### src/hdl/sird_pkg.sv
// shared constants, types and the symbol lookup for the signed radix text block
// no dependencies; every other file uses it by scoped names
`timescale 1ns / 1ps
package sird_pkg;

   // widths and limits
   localparam int NUMBER_BITS  = 32;
   localparam int MAX_SYMBOLS  = 16;
   localparam int SYM_IDX_W    = 4;
   localparam int COUNT_W      = 5;
   localparam int CSR_DATA_W   = 64;
   localparam int CSR_INDEX_W  = 2;
   localparam int STACK_DEPTH  = 32;
   localparam int STACK_ADDR_W = 5;
   localparam int DIGIT_CNT_W  = 6;

   // divider: bits retired per cycle and steps per digit
   localparam int DIV_CHUNK    = 8;
   localparam int DIV_STEPS    = NUMBER_BITS / DIV_CHUNK;
   localparam int DIV_STEP_W   = (DIV_STEPS > 1) ? $clog2(DIV_STEPS) : 1;

   // characters
   localparam logic [7:0] CHAR_MINUS = 8'h2d;
   localparam logic [7:0] CHAR_PLUS  = 8'h2b;
   localparam logic [7:0] CHAR_NUL   = 8'h00;

   // register indexes
   localparam logic [CSR_INDEX_W-1:0] CSR_SYMBOL_COUNT = 2'd0;
   localparam logic [CSR_INDEX_W-1:0] CSR_SYMBOLS_LOW  = 2'd1;
   localparam logic [CSR_INDEX_W-1:0] CSR_SYMBOLS_HIGH = 2'd2;

   // reset values: "0123456789abcdef", radix 16
   localparam logic [COUNT_W-1:0]    RST_SYMBOL_COUNT = 5'd16;
   localparam logic [CSR_DATA_W-1:0] RST_SYMBOLS_LOW  = 64'h3736_3534_3332_3130;
   localparam logic [CSR_DATA_W-1:0] RST_SYMBOLS_HIGH = 64'h6665_6463_6261_3938;

   typedef logic [7:0] char_type;

   // byte idx of the alphabet, low word holds symbols 0 to 7
   function automatic char_type symbol_at(input logic [CSR_DATA_W-1:0] lo,
                                          input logic [CSR_DATA_W-1:0] hi,
                                          input logic [SYM_IDX_W-1:0]  idx);
      logic [CSR_DATA_W-1:0] word;
      word = idx[SYM_IDX_W-1] ? hi : lo;
      return word[idx[SYM_IDX_W-2:0]*8 +: 8];
   endfunction

endpackage

### src/hdl/sird_req_if.sv
// input channel: one signed number per beat
// depends on sird_pkg
`timescale 1ns / 1ps
interface sird_req_if;
   logic                                 valid;
   logic                                 ready;
   logic signed [sird_pkg::NUMBER_BITS-1:0] number;

   modport source (output valid, output number, input ready);
   modport sink   (input valid, input number, output ready);
endinterface

### src/hdl/sird_rsp_if.sv
// result channel: one text character per beat, last marks the end of a number
// depends on sird_pkg
`timescale 1ns / 1ps
interface sird_rsp_if;
   logic                valid;
   logic                ready;
   sird_pkg::char_type  character;
   logic                last;

   modport source (output valid, output character, output last, input ready);
   modport sink   (input valid, input character, input last, output ready);
endinterface

### src/hdl/sird_alpha_chk.sv
// alphabet check: radix in range, no nul, plus or minus, no repeated symbol
// depends on sird_pkg
`timescale 1ns / 1ps
module sird_alpha_chk (
   input  logic [sird_pkg::COUNT_W-1:0]    symbol_count,
   input  logic [sird_pkg::CSR_DATA_W-1:0] symbols_low,
   input  logic [sird_pkg::CSR_DATA_W-1:0] symbols_high,
   output logic                            alpha_ok
);

   sird_pkg::char_type sym [sird_pkg::MAX_SYMBOLS];

   // unpack the symbol bytes
   always_comb begin
      for (int i = 0; i < sird_pkg::MAX_SYMBOLS; i++) begin
         sym[i] = sird_pkg::symbol_at(symbols_low, symbols_high,
                                      sird_pkg::SYM_IDX_W'(i));
      end
   end

   // all compares in parallel, only positions below the count take part
   always_comb begin
      logic bad;
      bad = (symbol_count < sird_pkg::COUNT_W'(2)) ||
            (symbol_count > sird_pkg::COUNT_W'(sird_pkg::MAX_SYMBOLS));
      for (int i = 0; i < sird_pkg::MAX_SYMBOLS; i++) begin
         if (sird_pkg::COUNT_W'(i) < symbol_count) begin
            if (sym[i] == sird_pkg::CHAR_NUL || sym[i] == sird_pkg::CHAR_PLUS ||
                sym[i] == sird_pkg::CHAR_MINUS) begin
               bad = 1'b1;
            end
            for (int j = i + 1; j < sird_pkg::MAX_SYMBOLS; j++) begin
               if (sird_pkg::COUNT_W'(j) < symbol_count && sym[j] == sym[i]) begin
                  bad = 1'b1;
               end
            end
         end
      end
      alpha_ok = !bad;
   end

endmodule

### src/hdl/sird_div.sv
// iterative divider by the radix: DIV_CHUNK quotient bits per cycle
// depends on sird_pkg; the start cycle loads the dividend, done flags the last chunk
`timescale 1ns / 1ps
module sird_div (
   input  logic                             clock,
   input  logic                             reset,
   input  logic                             start,
   input  logic [sird_pkg::NUMBER_BITS-1:0] dividend,
   input  logic [sird_pkg::COUNT_W-1:0]     radix,
   output logic                             done,
   output logic [sird_pkg::NUMBER_BITS-1:0] quotient,
   output logic [sird_pkg::SYM_IDX_W-1:0]   remainder
);

   logic                               running_ff, running_in;
   logic [sird_pkg::DIV_STEP_W-1:0]    step_ff, step_in;
   logic [sird_pkg::NUMBER_BITS-1:0]   acc_ff, acc_in;
   logic [sird_pkg::SYM_IDX_W-1:0]     rem_ff, rem_in;
   logic [sird_pkg::NUMBER_BITS-1:0]   chunk_quot;
   logic [sird_pkg::SYM_IDX_W-1:0]     chunk_rem;

   // one chunk of restoring division on the held partial result
   always_comb begin
      logic [sird_pkg::NUMBER_BITS-1:0] a;
      logic [sird_pkg::SYM_IDX_W-1:0]   r;
      logic [sird_pkg::COUNT_W-1:0]     t;
      logic                             ge;
      a = acc_ff;
      r = rem_ff;
      for (int k = 0; k < sird_pkg::DIV_CHUNK; k++) begin
         t  = {r, a[sird_pkg::NUMBER_BITS-1]};
         ge = (t >= radix);
         a  = {a[sird_pkg::NUMBER_BITS-2:0], ge};
         r  = ge ? sird_pkg::SYM_IDX_W'(t - radix) : t[sird_pkg::SYM_IDX_W-1:0];
      end
      chunk_quot = a;
      chunk_rem  = r;
   end

   // start loads a fresh dividend, otherwise the chunk result is kept
   assign acc_in = start ? dividend : chunk_quot;
   assign rem_in = start ? '0 : chunk_rem;

   // step count
   assign done = running_ff && (step_ff == sird_pkg::DIV_STEP_W'(sird_pkg::DIV_STEPS - 1));

   always_comb begin
      if (start) begin
         running_in = 1'b1;
         step_in    = '0;
      end else if (done) begin
         running_in = 1'b0;
         step_in    = '0;
      end else begin
         running_in = running_ff;
         step_in    = running_ff ? step_ff + 1'b1 : step_ff;
      end
   end

   assign quotient  = chunk_quot;
   assign remainder = chunk_rem;

   always_ff @(posedge clock) begin
      if (reset) begin
         running_ff <= 1'b0;
         step_ff    <= '0;
         acc_ff     <= '0;
      end else begin
         running_ff <= running_in;
         step_ff    <= step_in;
         acc_ff     <= acc_in;
      end
   end

   always_ff @(posedge clock) begin
      rem_ff <= rem_in;
   end

endmodule

### src/hdl/signed_integer_to_radix_digits.sv
// top level: signed number to text in a configurable radix
// depends on sird_pkg, sird_req_if, sird_rsp_if, sird_alpha_chk, sird_div
//
// Takes one signed 32-bit number per beat and returns its text, one character
// per beat: a '-' for negative numbers, then the magnitude digits most
// significant first, with last set on the final character. The radix is the
// configured symbol count and the digits are shown with the configured symbols;
// an invalid alphabet (count below 2 or above 16, a nul, '+' or '-' symbol, or a
// repeated symbol) swallows the number with no output. The digits are produced
// least significant first by a divider that retires 8 quotient bits per cycle
// and pushed into a 32 x 4 digit stack memory; they are then read back out,
// one character per cycle while the output is taken. The next number is
// accepted once the last character has moved to the output register.
`timescale 1ns / 1ps
module signed_integer_to_radix_digits (
   input  logic                                clock,
   input  logic                                reset,
   sird_req_if.sink                            req_chan,
   sird_rsp_if.source                          rsp_chan,
   input  logic                                csr_write_en,
   input  logic [sird_pkg::CSR_INDEX_W-1:0]    csr_index,
   input  logic [sird_pkg::CSR_DATA_W-1:0]     csr_data
);

   typedef enum logic [3:0] {
      ST_IDLE = 4'b0001,
      ST_DIV  = 4'b0010,
      ST_SIGN = 4'b0100,
      ST_SHOW = 4'b1000
   } state_type;

   state_type                                state_ff, state_in;
   logic [sird_pkg::COUNT_W-1:0]             symbol_count_ff;
   logic [sird_pkg::CSR_DATA_W-1:0]          symbols_low_ff;
   logic [sird_pkg::CSR_DATA_W-1:0]          symbols_high_ff;
   logic                                     neg_ff, neg_in;
   logic [sird_pkg::DIGIT_CNT_W-1:0]         count_ff, count_in;
   logic                                     rd_pend_ff, rd_pend_in;
   logic                                     rd_last_ff, rd_last_in;
   logic                                     rsp_valid_ff, rsp_valid_in;
   sird_pkg::char_type                       char_ff, char_in;
   logic                                     last_ff, last_in;

   logic [sird_pkg::SYM_IDX_W-1:0]           stack_mem [sird_pkg::STACK_DEPTH];
   logic [sird_pkg::SYM_IDX_W-1:0]           rd_data_ff;
   logic                                     mem_we, mem_re;
   logic [sird_pkg::STACK_ADDR_W-1:0]        wr_addr, rd_addr;

   logic                                     accept, alpha_ok, out_free, more;
   logic                                     neg_req;
   logic [sird_pkg::NUMBER_BITS-1:0]         mag;
   logic                                     div_start, div_done;
   logic [sird_pkg::NUMBER_BITS-1:0]         div_dividend, div_quot;
   logic [sird_pkg::SYM_IDX_W-1:0]           div_rem;

   // configuration registers
   always_ff @(posedge clock) begin
      if (reset) begin
         symbol_count_ff <= sird_pkg::RST_SYMBOL_COUNT;
         symbols_low_ff  <= sird_pkg::RST_SYMBOLS_LOW;
         symbols_high_ff <= sird_pkg::RST_SYMBOLS_HIGH;
      end else if (csr_write_en) begin
         case (csr_index)
            sird_pkg::CSR_SYMBOL_COUNT: begin
               symbol_count_ff <= csr_data[sird_pkg::COUNT_W-1:0];
            end
            sird_pkg::CSR_SYMBOLS_LOW: begin
               symbols_low_ff <= csr_data;
            end
            sird_pkg::CSR_SYMBOLS_HIGH: begin
               symbols_high_ff <= csr_data;
            end
            default: begin
            end
         endcase
      end
   end

   sird_alpha_chk u_alpha (
      .symbol_count (symbol_count_ff),
      .symbols_low  (symbols_low_ff),
      .symbols_high (symbols_high_ff),
      .alpha_ok     (alpha_ok)
   );

   // input beat and magnitude, the most negative value maps to 2^(n-1) unsigned
   assign req_chan.ready = (state_ff == ST_IDLE);
   assign accept  = req_chan.valid && req_chan.ready;
   assign neg_req = req_chan.number[sird_pkg::NUMBER_BITS-1];
   assign mag     = neg_req ? (~req_chan.number + 1'b1) : req_chan.number;

   // divider is restarted straight from its own quotient while digits remain
   assign more         = (div_quot != '0) &&
                         (count_ff != sird_pkg::DIGIT_CNT_W'(sird_pkg::STACK_DEPTH - 1));
   assign div_start    = (accept && alpha_ok) || ((state_ff == ST_DIV) && div_done && more);
   assign div_dividend = (state_ff == ST_IDLE) ? mag : div_quot;

   sird_div u_div (
      .clock     (clock),
      .reset     (reset),
      .start     (div_start),
      .dividend  (div_dividend),
      .radix     (symbol_count_ff),
      .done      (div_done),
      .quotient  (div_quot),
      .remainder (div_rem)
   );

   assign out_free = !rsp_valid_ff || rsp_chan.ready;
   assign wr_addr  = count_ff[sird_pkg::STACK_ADDR_W-1:0];
   assign rd_addr  = sird_pkg::STACK_ADDR_W'(count_ff - 1'b1);

   // sequencer: push digits, then the minus sign if any, then pop the digits into the output register
   always_comb begin
      logic load;
      state_in     = state_ff;
      neg_in       = neg_ff;
      count_in     = count_ff;
      rd_pend_in   = rd_pend_ff;
      rd_last_in   = rd_last_ff;
      rsp_valid_in = rsp_valid_ff && !rsp_chan.ready;
      char_in      = char_ff;
      last_in      = last_ff;
      mem_we       = 1'b0;
      mem_re       = 1'b0;
      load         = 1'b0;
      case (state_ff)
         ST_IDLE: begin
            if (accept && alpha_ok) begin
               neg_in   = neg_req;
               count_in = '0;
               state_in = ST_DIV;
            end
         end
         ST_DIV: begin
            if (div_done) begin
               mem_we     = 1'b1;
               count_in   = count_ff + 1'b1;
               rd_pend_in = 1'b0;
               if (!more) begin
                  state_in = neg_ff ? ST_SIGN : ST_SHOW;
               end
            end
         end
         ST_SIGN: begin
            if (out_free) begin
               rsp_valid_in = 1'b1;
               char_in      = sird_pkg::CHAR_MINUS;
               last_in      = 1'b0;
               state_in     = ST_SHOW;
            end
         end
         ST_SHOW: begin
            load = rd_pend_ff && out_free;
            if (load) begin
               rsp_valid_in = 1'b1;
               char_in      = sird_pkg::symbol_at(symbols_low_ff, symbols_high_ff,
                                                  rd_data_ff);
               last_in      = rd_last_ff;
               rd_pend_in   = 1'b0;
               if (rd_last_ff) begin
                  state_in = ST_IDLE;
               end
            end
            // keep one stack read in flight ahead of the output register
            if ((!rd_pend_ff || load) && count_ff != '0) begin
               mem_re     = 1'b1;
               count_in   = count_ff - 1'b1;
               rd_pend_in = 1'b1;
               rd_last_in = (count_ff == sird_pkg::DIGIT_CNT_W'(1));
            end
         end
         default: begin
            state_in = ST_IDLE;
         end
      endcase
   end

   // digit stack, writes and reads fall in different states so never collide
   always_ff @(posedge clock) begin
      if (mem_we) begin
         stack_mem[wr_addr] <= div_rem;
      end
      if (mem_re) begin
         rd_data_ff <= stack_mem[rd_addr];
      end
   end

   // control state
   always_ff @(posedge clock) begin
      if (reset) begin
         state_ff     <= ST_IDLE;
         neg_ff       <= 1'b0;
         count_ff     <= '0;
         rd_pend_ff   <= 1'b0;
         rd_last_ff   <= 1'b0;
         rsp_valid_ff <= 1'b0;
      end else begin
         state_ff     <= state_in;
         neg_ff       <= neg_in;
         count_ff     <= count_in;
         rd_pend_ff   <= rd_pend_in;
         rd_last_ff   <= rd_last_in;
         rsp_valid_ff <= rsp_valid_in;
      end
   end

   // output payload
   always_ff @(posedge clock) begin
      char_ff <= char_in;
      last_ff <= last_in;
   end

   assign rsp_chan.valid     = rsp_valid_ff;
   assign rsp_chan.character = char_ff;
   assign rsp_chan.last      = last_ff;

endmodule

### src/flat_wrapper.sv
// flat-port wrapper written by rule: the top's interface ports become plain ports
module signed_integer_to_radix_digits_flat 
  (clock, reset, csr_write_en, csr_index, csr_data, req_chan_valid, req_chan_number, req_chan_ready, rsp_chan_valid, rsp_chan_character, rsp_chan_last, rsp_chan_ready);
  sird_req_if req_chan_i ();
  sird_rsp_if rsp_chan_i ();
  input  logic clock;
  input  logic reset;
  input  logic csr_write_en;
  input  logic [sird_pkg::CSR_INDEX_W-1:0] csr_index;
  input  logic [sird_pkg::CSR_DATA_W-1:0] csr_data;
  input wire logic [$bits(req_chan_i.valid)-1:0] req_chan_valid;
  input wire logic [$bits(req_chan_i.number)-1:0] req_chan_number;
  output wire logic [$bits(req_chan_i.ready)-1:0] req_chan_ready;
  output wire logic [$bits(rsp_chan_i.valid)-1:0] rsp_chan_valid;
  output wire logic [$bits(rsp_chan_i.character)-1:0] rsp_chan_character;
  output wire logic [$bits(rsp_chan_i.last)-1:0] rsp_chan_last;
  input wire logic [$bits(rsp_chan_i.ready)-1:0] rsp_chan_ready;
  assign req_chan_i.valid = req_chan_valid;
  assign req_chan_i.number = req_chan_number;
  assign req_chan_ready = req_chan_i.ready;
  assign rsp_chan_valid = rsp_chan_i.valid;
  assign rsp_chan_character = rsp_chan_i.character;
  assign rsp_chan_last = rsp_chan_i.last;
  assign rsp_chan_i.ready = rsp_chan_ready;
  signed_integer_to_radix_digits u_core (.clock(clock), .reset(reset), .req_chan(req_chan_i), .rsp_chan(rsp_chan_i), .csr_write_en(csr_write_en), .csr_index(csr_index), .csr_data(csr_data));
endmodule
### config.mk
export PLATFORM = sky130hd
export DESIGN_NAME = signed_integer_to_radix_digits_flat
export DESIGN_NICKNAME = d
export VERILOG_FILES = /design/src/hdl/sird_pkg.sv /design/src/hdl/sird_req_if.sv /design/src/hdl/sird_rsp_if.sv /design/src/hdl/sird_alpha_chk.sv /design/src/hdl/sird_div.sv /design/src/hdl/signed_integer_to_radix_digits.sv /design/src/flat_wrapper.sv
export SDC_FILE = /design/constraint.sdc
export NUM_CORES = 1
export LEC_CHECK = 0
export BUFFER_PORTS_ARGS = -buffer_cell sky130_fd_sc_hd__buf_2
export CORE_MARGIN = 10
export CORE_UTILIZATION = 50
export DETAILED_ROUTE_END_ITERATION = 10
export GPL_ROUTABILITY_DRIVEN = 0
export PLACE_DENSITY = 0.75
export SYNTH_ARGS = -nofsm -noshare
export SYNTH_HDL_FRONTEND = slang
export SYNTH_SLANG_ARGS = --single-unit
### constraint.sdc
create_clock -name clock -period 41.5 [get_ports clock]
set_clock_uncertainty 0.05 [all_clocks]
set_input_delay 8.3 -clock clock [delete_from_list [all_inputs] [get_ports clock]]
set_output_delay 8.3 -clock clock [all_outputs]
set_load 0.01 [all_outputs]
==> impl_metrics.env <==
export IMPL_path_buf_inv=3
export IMPL_routed_wl_um=103000
export IMPL_grt_max_degree=70
export IMPL_worst_pin_slew_ps=1640
export IMPL_cp_data_required_time_ps=41690
export IMPL_fin_nets=3248
export IMPL_fillers=4991
export IMPL_post_cts_buffers=0
export IMPL_synthAdderAreaFrac_pct=2.63
export IMPL_worstSkewPairLatency_ps=600
export IMPL_cts_sinks=327
export IMPL_yosysMostFrequentCell="xnor2_1"
export IMPL_clk_pin_slew_worst_paths_ps=60
export IMPL_crit_slowest_cell="o21a_1"
export IMPL_ys_flop_type="dfxtp_1"
export IMPL_finalHoldViolations=0
export IMPL_postSynthAreaPerCell_um2=9.02
export IMPL_synth_mux_area_share_pct=8.58
export IMPL_violations="DRC, capacitance limit, slew limit"
export IMPL_grt_antenna_before_repair=13
export IMPL_firstDrtPassIters=11
export IMPL_grtUsageTotal_pct=29.6
export IMPL_synth_edf_count=141
export IMPL_post_cts_resized=0
export IMPL_status="finished, violations left"
export IMPL_swShare_pct=42.0
export IMPL_holdBufCountCts=0
export IMPL_die_area_mm2=0.0668
export IMPL_pwr_share_comb_pct=54.3
export IMPL_synth_nets=3308
export IMPL_root_buffer="clkbuf_16"
export IMPL_dp_hpwl_um=63700
export IMPL_drv_slew=8
export IMPL_setup_slack_ps=25760
export IMPL_rsz0062_at_grt="false"
export IMPL_p_per_area_mw_per_mm2=95.5
export IMPL_synth_seq_cells=327
export IMPL_synth_compound_area_share_pct=6.24
export IMPL_die_w_um=258
export IMPL_seq_area_mm2=0.00796
export IMPL_grt_pass1_wl_um=153000
export IMPL_multi_input_area_mm2=0.0187
export IMPL_ir_drop_mv=0.307
export IMPL_max_cap_violations=2
export IMPL_synth_simple_area_share_pct=16.7
export IMPL_slew_headroom_pct=-10.1
export IMPL_ant_nets=0
export IMPL_synth_top_family_by_area="XOR/XNOR gates"
export IMPL_start_util_pct=50.4
export IMPL_die_h_um=258
export IMPL_min_period_over_period_pct=37.9
export IMPL_drtIter0Drc=3839
export IMPL_cts_path_max_buffers=3
export IMPL_grt_overflow=0
export IMPL_path_common_cell="a21o_1"
export IMPL_ys_warn_count=0
export IMPL_max_stage_delay_ps=820
export IMPL_cts_tree="done"
export IMPL_holdWs_ps=405
export IMPL_wire_per_inst_um=26.4
export IMPL_layout_drive_gt1_share_pct=14.4
export IMPL_max_freq_ghz=0.0635
export IMPL_cts_made_buffers=36
export IMPL_netlist_area_mm2=0.0284
export IMPL_grt_pass1_vias=24400
export IMPL_synth_area_leader_cell="xnor2_1"
export IMPL_setup_violations_final=0
export IMPL_pwr_share_clk_pct=11.8
export IMPL_port_buffers=113
export IMPL_vias=25700
export IMPL_critPathMaxFanout=32
export IMPL_hold_class="reg2reg"
export IMPL_internal_power_uw=1700
export IMPL_fin_tns_setup_ps=0
export IMPL_cts_max_level=2
export IMPL_seqPwrFrac_pct=34.0
export IMPL_fp_row_count=87
export IMPL_netlist_area_leader_share_pct=20.5
export IMPL_place_ws_ps=25950
export IMPL_p_switching_uw=1230
export IMPL_yosysUniqueCellTypes=76
export IMPL_cp_arrival_ps=15930
export IMPL_synthXorXnorAreaFrac_pct=31.6
export IMPL_p_total_uw=2930
export IMPL_fin_crit_ps=15740
export IMPL_synth_area_leaders="xnor2_1 (21%), edfxtp_1 (15%), dfxtp_1 (13%)"
export IMPL_async_flop_share_pct=0
export IMPL_via_per_inst=6.62
export IMPL_synth_commonest_cells="xnor2_1 (667), xor2_1 (359), nand2_1 (296)"
export IMPL_drcViolationCount=5
export IMPL_core_area_mm2=0.0564
export IMPL_cp_top_family="compound AO/OA/AOI/OAI gates"
export IMPL_start_kind="flip-flop"
export IMPL_synth_seq_area_share_pct=28.0
export IMPL_power_leakage_uw=0.0108
export IMPL_io_pin_count=114
export IMPL_crit_type="reg2reg"
export IMPL_critPathCaptureType="flip-flop"
export IMPL_area_growth_synth_to_final_pct=7.94
export IMPL_syn_inst=3150
routing by layer:
layer  routed length [µm]  global-route usage, %
met1                36500                   35.6
met2                42400                   43.4
met3                15400                   12.6
met4                 8070                   17.6
met5                  148                   1.17
worst register-to-register path, delay by kind of cell (launching register included):
family / cells / cell delay, ps
adder cells (fa/ha/maj): 8 / 2610
flip-flops: 1 / 700
buffers and inverters: 3 / 700
multiplexers: 3 / 1080
AO/OA/AOI/OAI: 35 / 8600
AND/OR/NAND/NOR: 13 / 1600
registers in the layout, indices dropped and copies added, names as in the netlist:
signal / flops
u_core.symbols_low_ff: 64
u_core.rd_pend_ff: 1
u_core.u_div.rem_ff: 4
u_core.rsp_chan.last: 1
u_core.u_div.acc_ff: 32
u_core.state_ff: 4
u_core.rsp_chan.character: 8
u_core.count_ff: 6
u_core.stack_mem: 128
u_core.symbol_count_ff: 5
u_core.rd_last_ff: 1
u_core.symbols_high_ff: 64
u_core.neg_ff: 1
u_core.rd_data_ff: 4
u_core.u_div.step_ff: 2
u_core.rsp_chan.valid: 1
u_core.u_div.running_ff: 1
power by group through the flow:
stage,Combinational (µW),Clock [µW],Sequential (µW)
2_1_floorplan,1080,0,993
3_3_place_gp,1520,0,1000
3_5_place_dp,1570,0,1000
4_1_cts,1580,347,994
5_1_grt,1750,360,999
6_report,1590,344,995
placed cells by master (no fill, tap or decap), types with 5 or more instances in the layout:
master / instances
a21o_1: 21
a21oi_1: 108
a31o_2: 5
a31oi_1: 34
and2_1: 9
buf_2: 112
buf_4: 145
bufinv_16: 5
clkbuf_16: 36
clkinv_2: 8
clkinvlp_4: 5
dfxtp_1: 185
edfxtp_1: 141
fa_1: 8
ha_1: 46
inv_1: 28
mux2_2: 21
mux2i_1: 39
mux4_2: 80
nand2_1: 296
nand2b_1: 14
nand3_1: 95
nand3b_1: 7
nand4_1: 166
nor2_1: 96
nor2b_1: 12
nor3_1: 96
nor4_1: 96
o211ai_1: 5
o21ai_0: 28
o22ai_1: 13
o31ai_1: 10
or3_1: 9
or4_1: 22
xnor2_1: 667
xor2_1: 359
path summary, 6_finish.rpt:
check	startpoint	end	slack [ps]	cells after the start
max	u_core.symbol_count_ff[1]	u_core.stack_mem[0][3]	25760	62
min	u_core.symbols_low_ff[3]	u_core.symbols_low_ff[3]	400	2
max reg2reg	u_core.symbol_count_ff[1]	u_core.stack_mem[0][3]	25760	62
min reg2reg	u_core.symbols_low_ff[3]	u_core.symbols_low_ff[3]	400	2
cell type report:
cell class / instances / area share (%)
Sequential cell: 327 / 25.9
Antenna cell: 3 / 0.0245
Tap cell: 756 / 3.08
Clock inverter: 26 / 1.17
Timing Repair Buffer: 257 / 5.37
Clock buffer: 40 / 2.98
Inverter: 30 / 0.367
Multi-Input combinational cell: 2438 / 61.1
kinds of logic (layout without fill, tap and decap cells):
logic type | Yosys count | after routing
compound gates | 273 | 273
xor+xnor | 1026 | 1026
fa+ha+maj | 55 | 55
buf+inv | 385 | 353
flops | 327 | 327
mux | 141 | 141
other cells | 0 | 3
simple gates | 943 | 943
through the flow:
| step | utilization (%) | instances | area, µm² |
|---|---|---|---|
| floorplan | - | 3150 | 28400 |
| global placement | 52.1 | 3808 | 29400 |
| detailed placement | 52.1 | 3808 | 29400 |
| CTS | 54.4 | 3874 | 30700 |
| global route | 54.4 | 3876 | 30700 |
| finish | 54.4 | 3877 | 30700 |
Note: power is estimated with default switching activity, not from simulation.
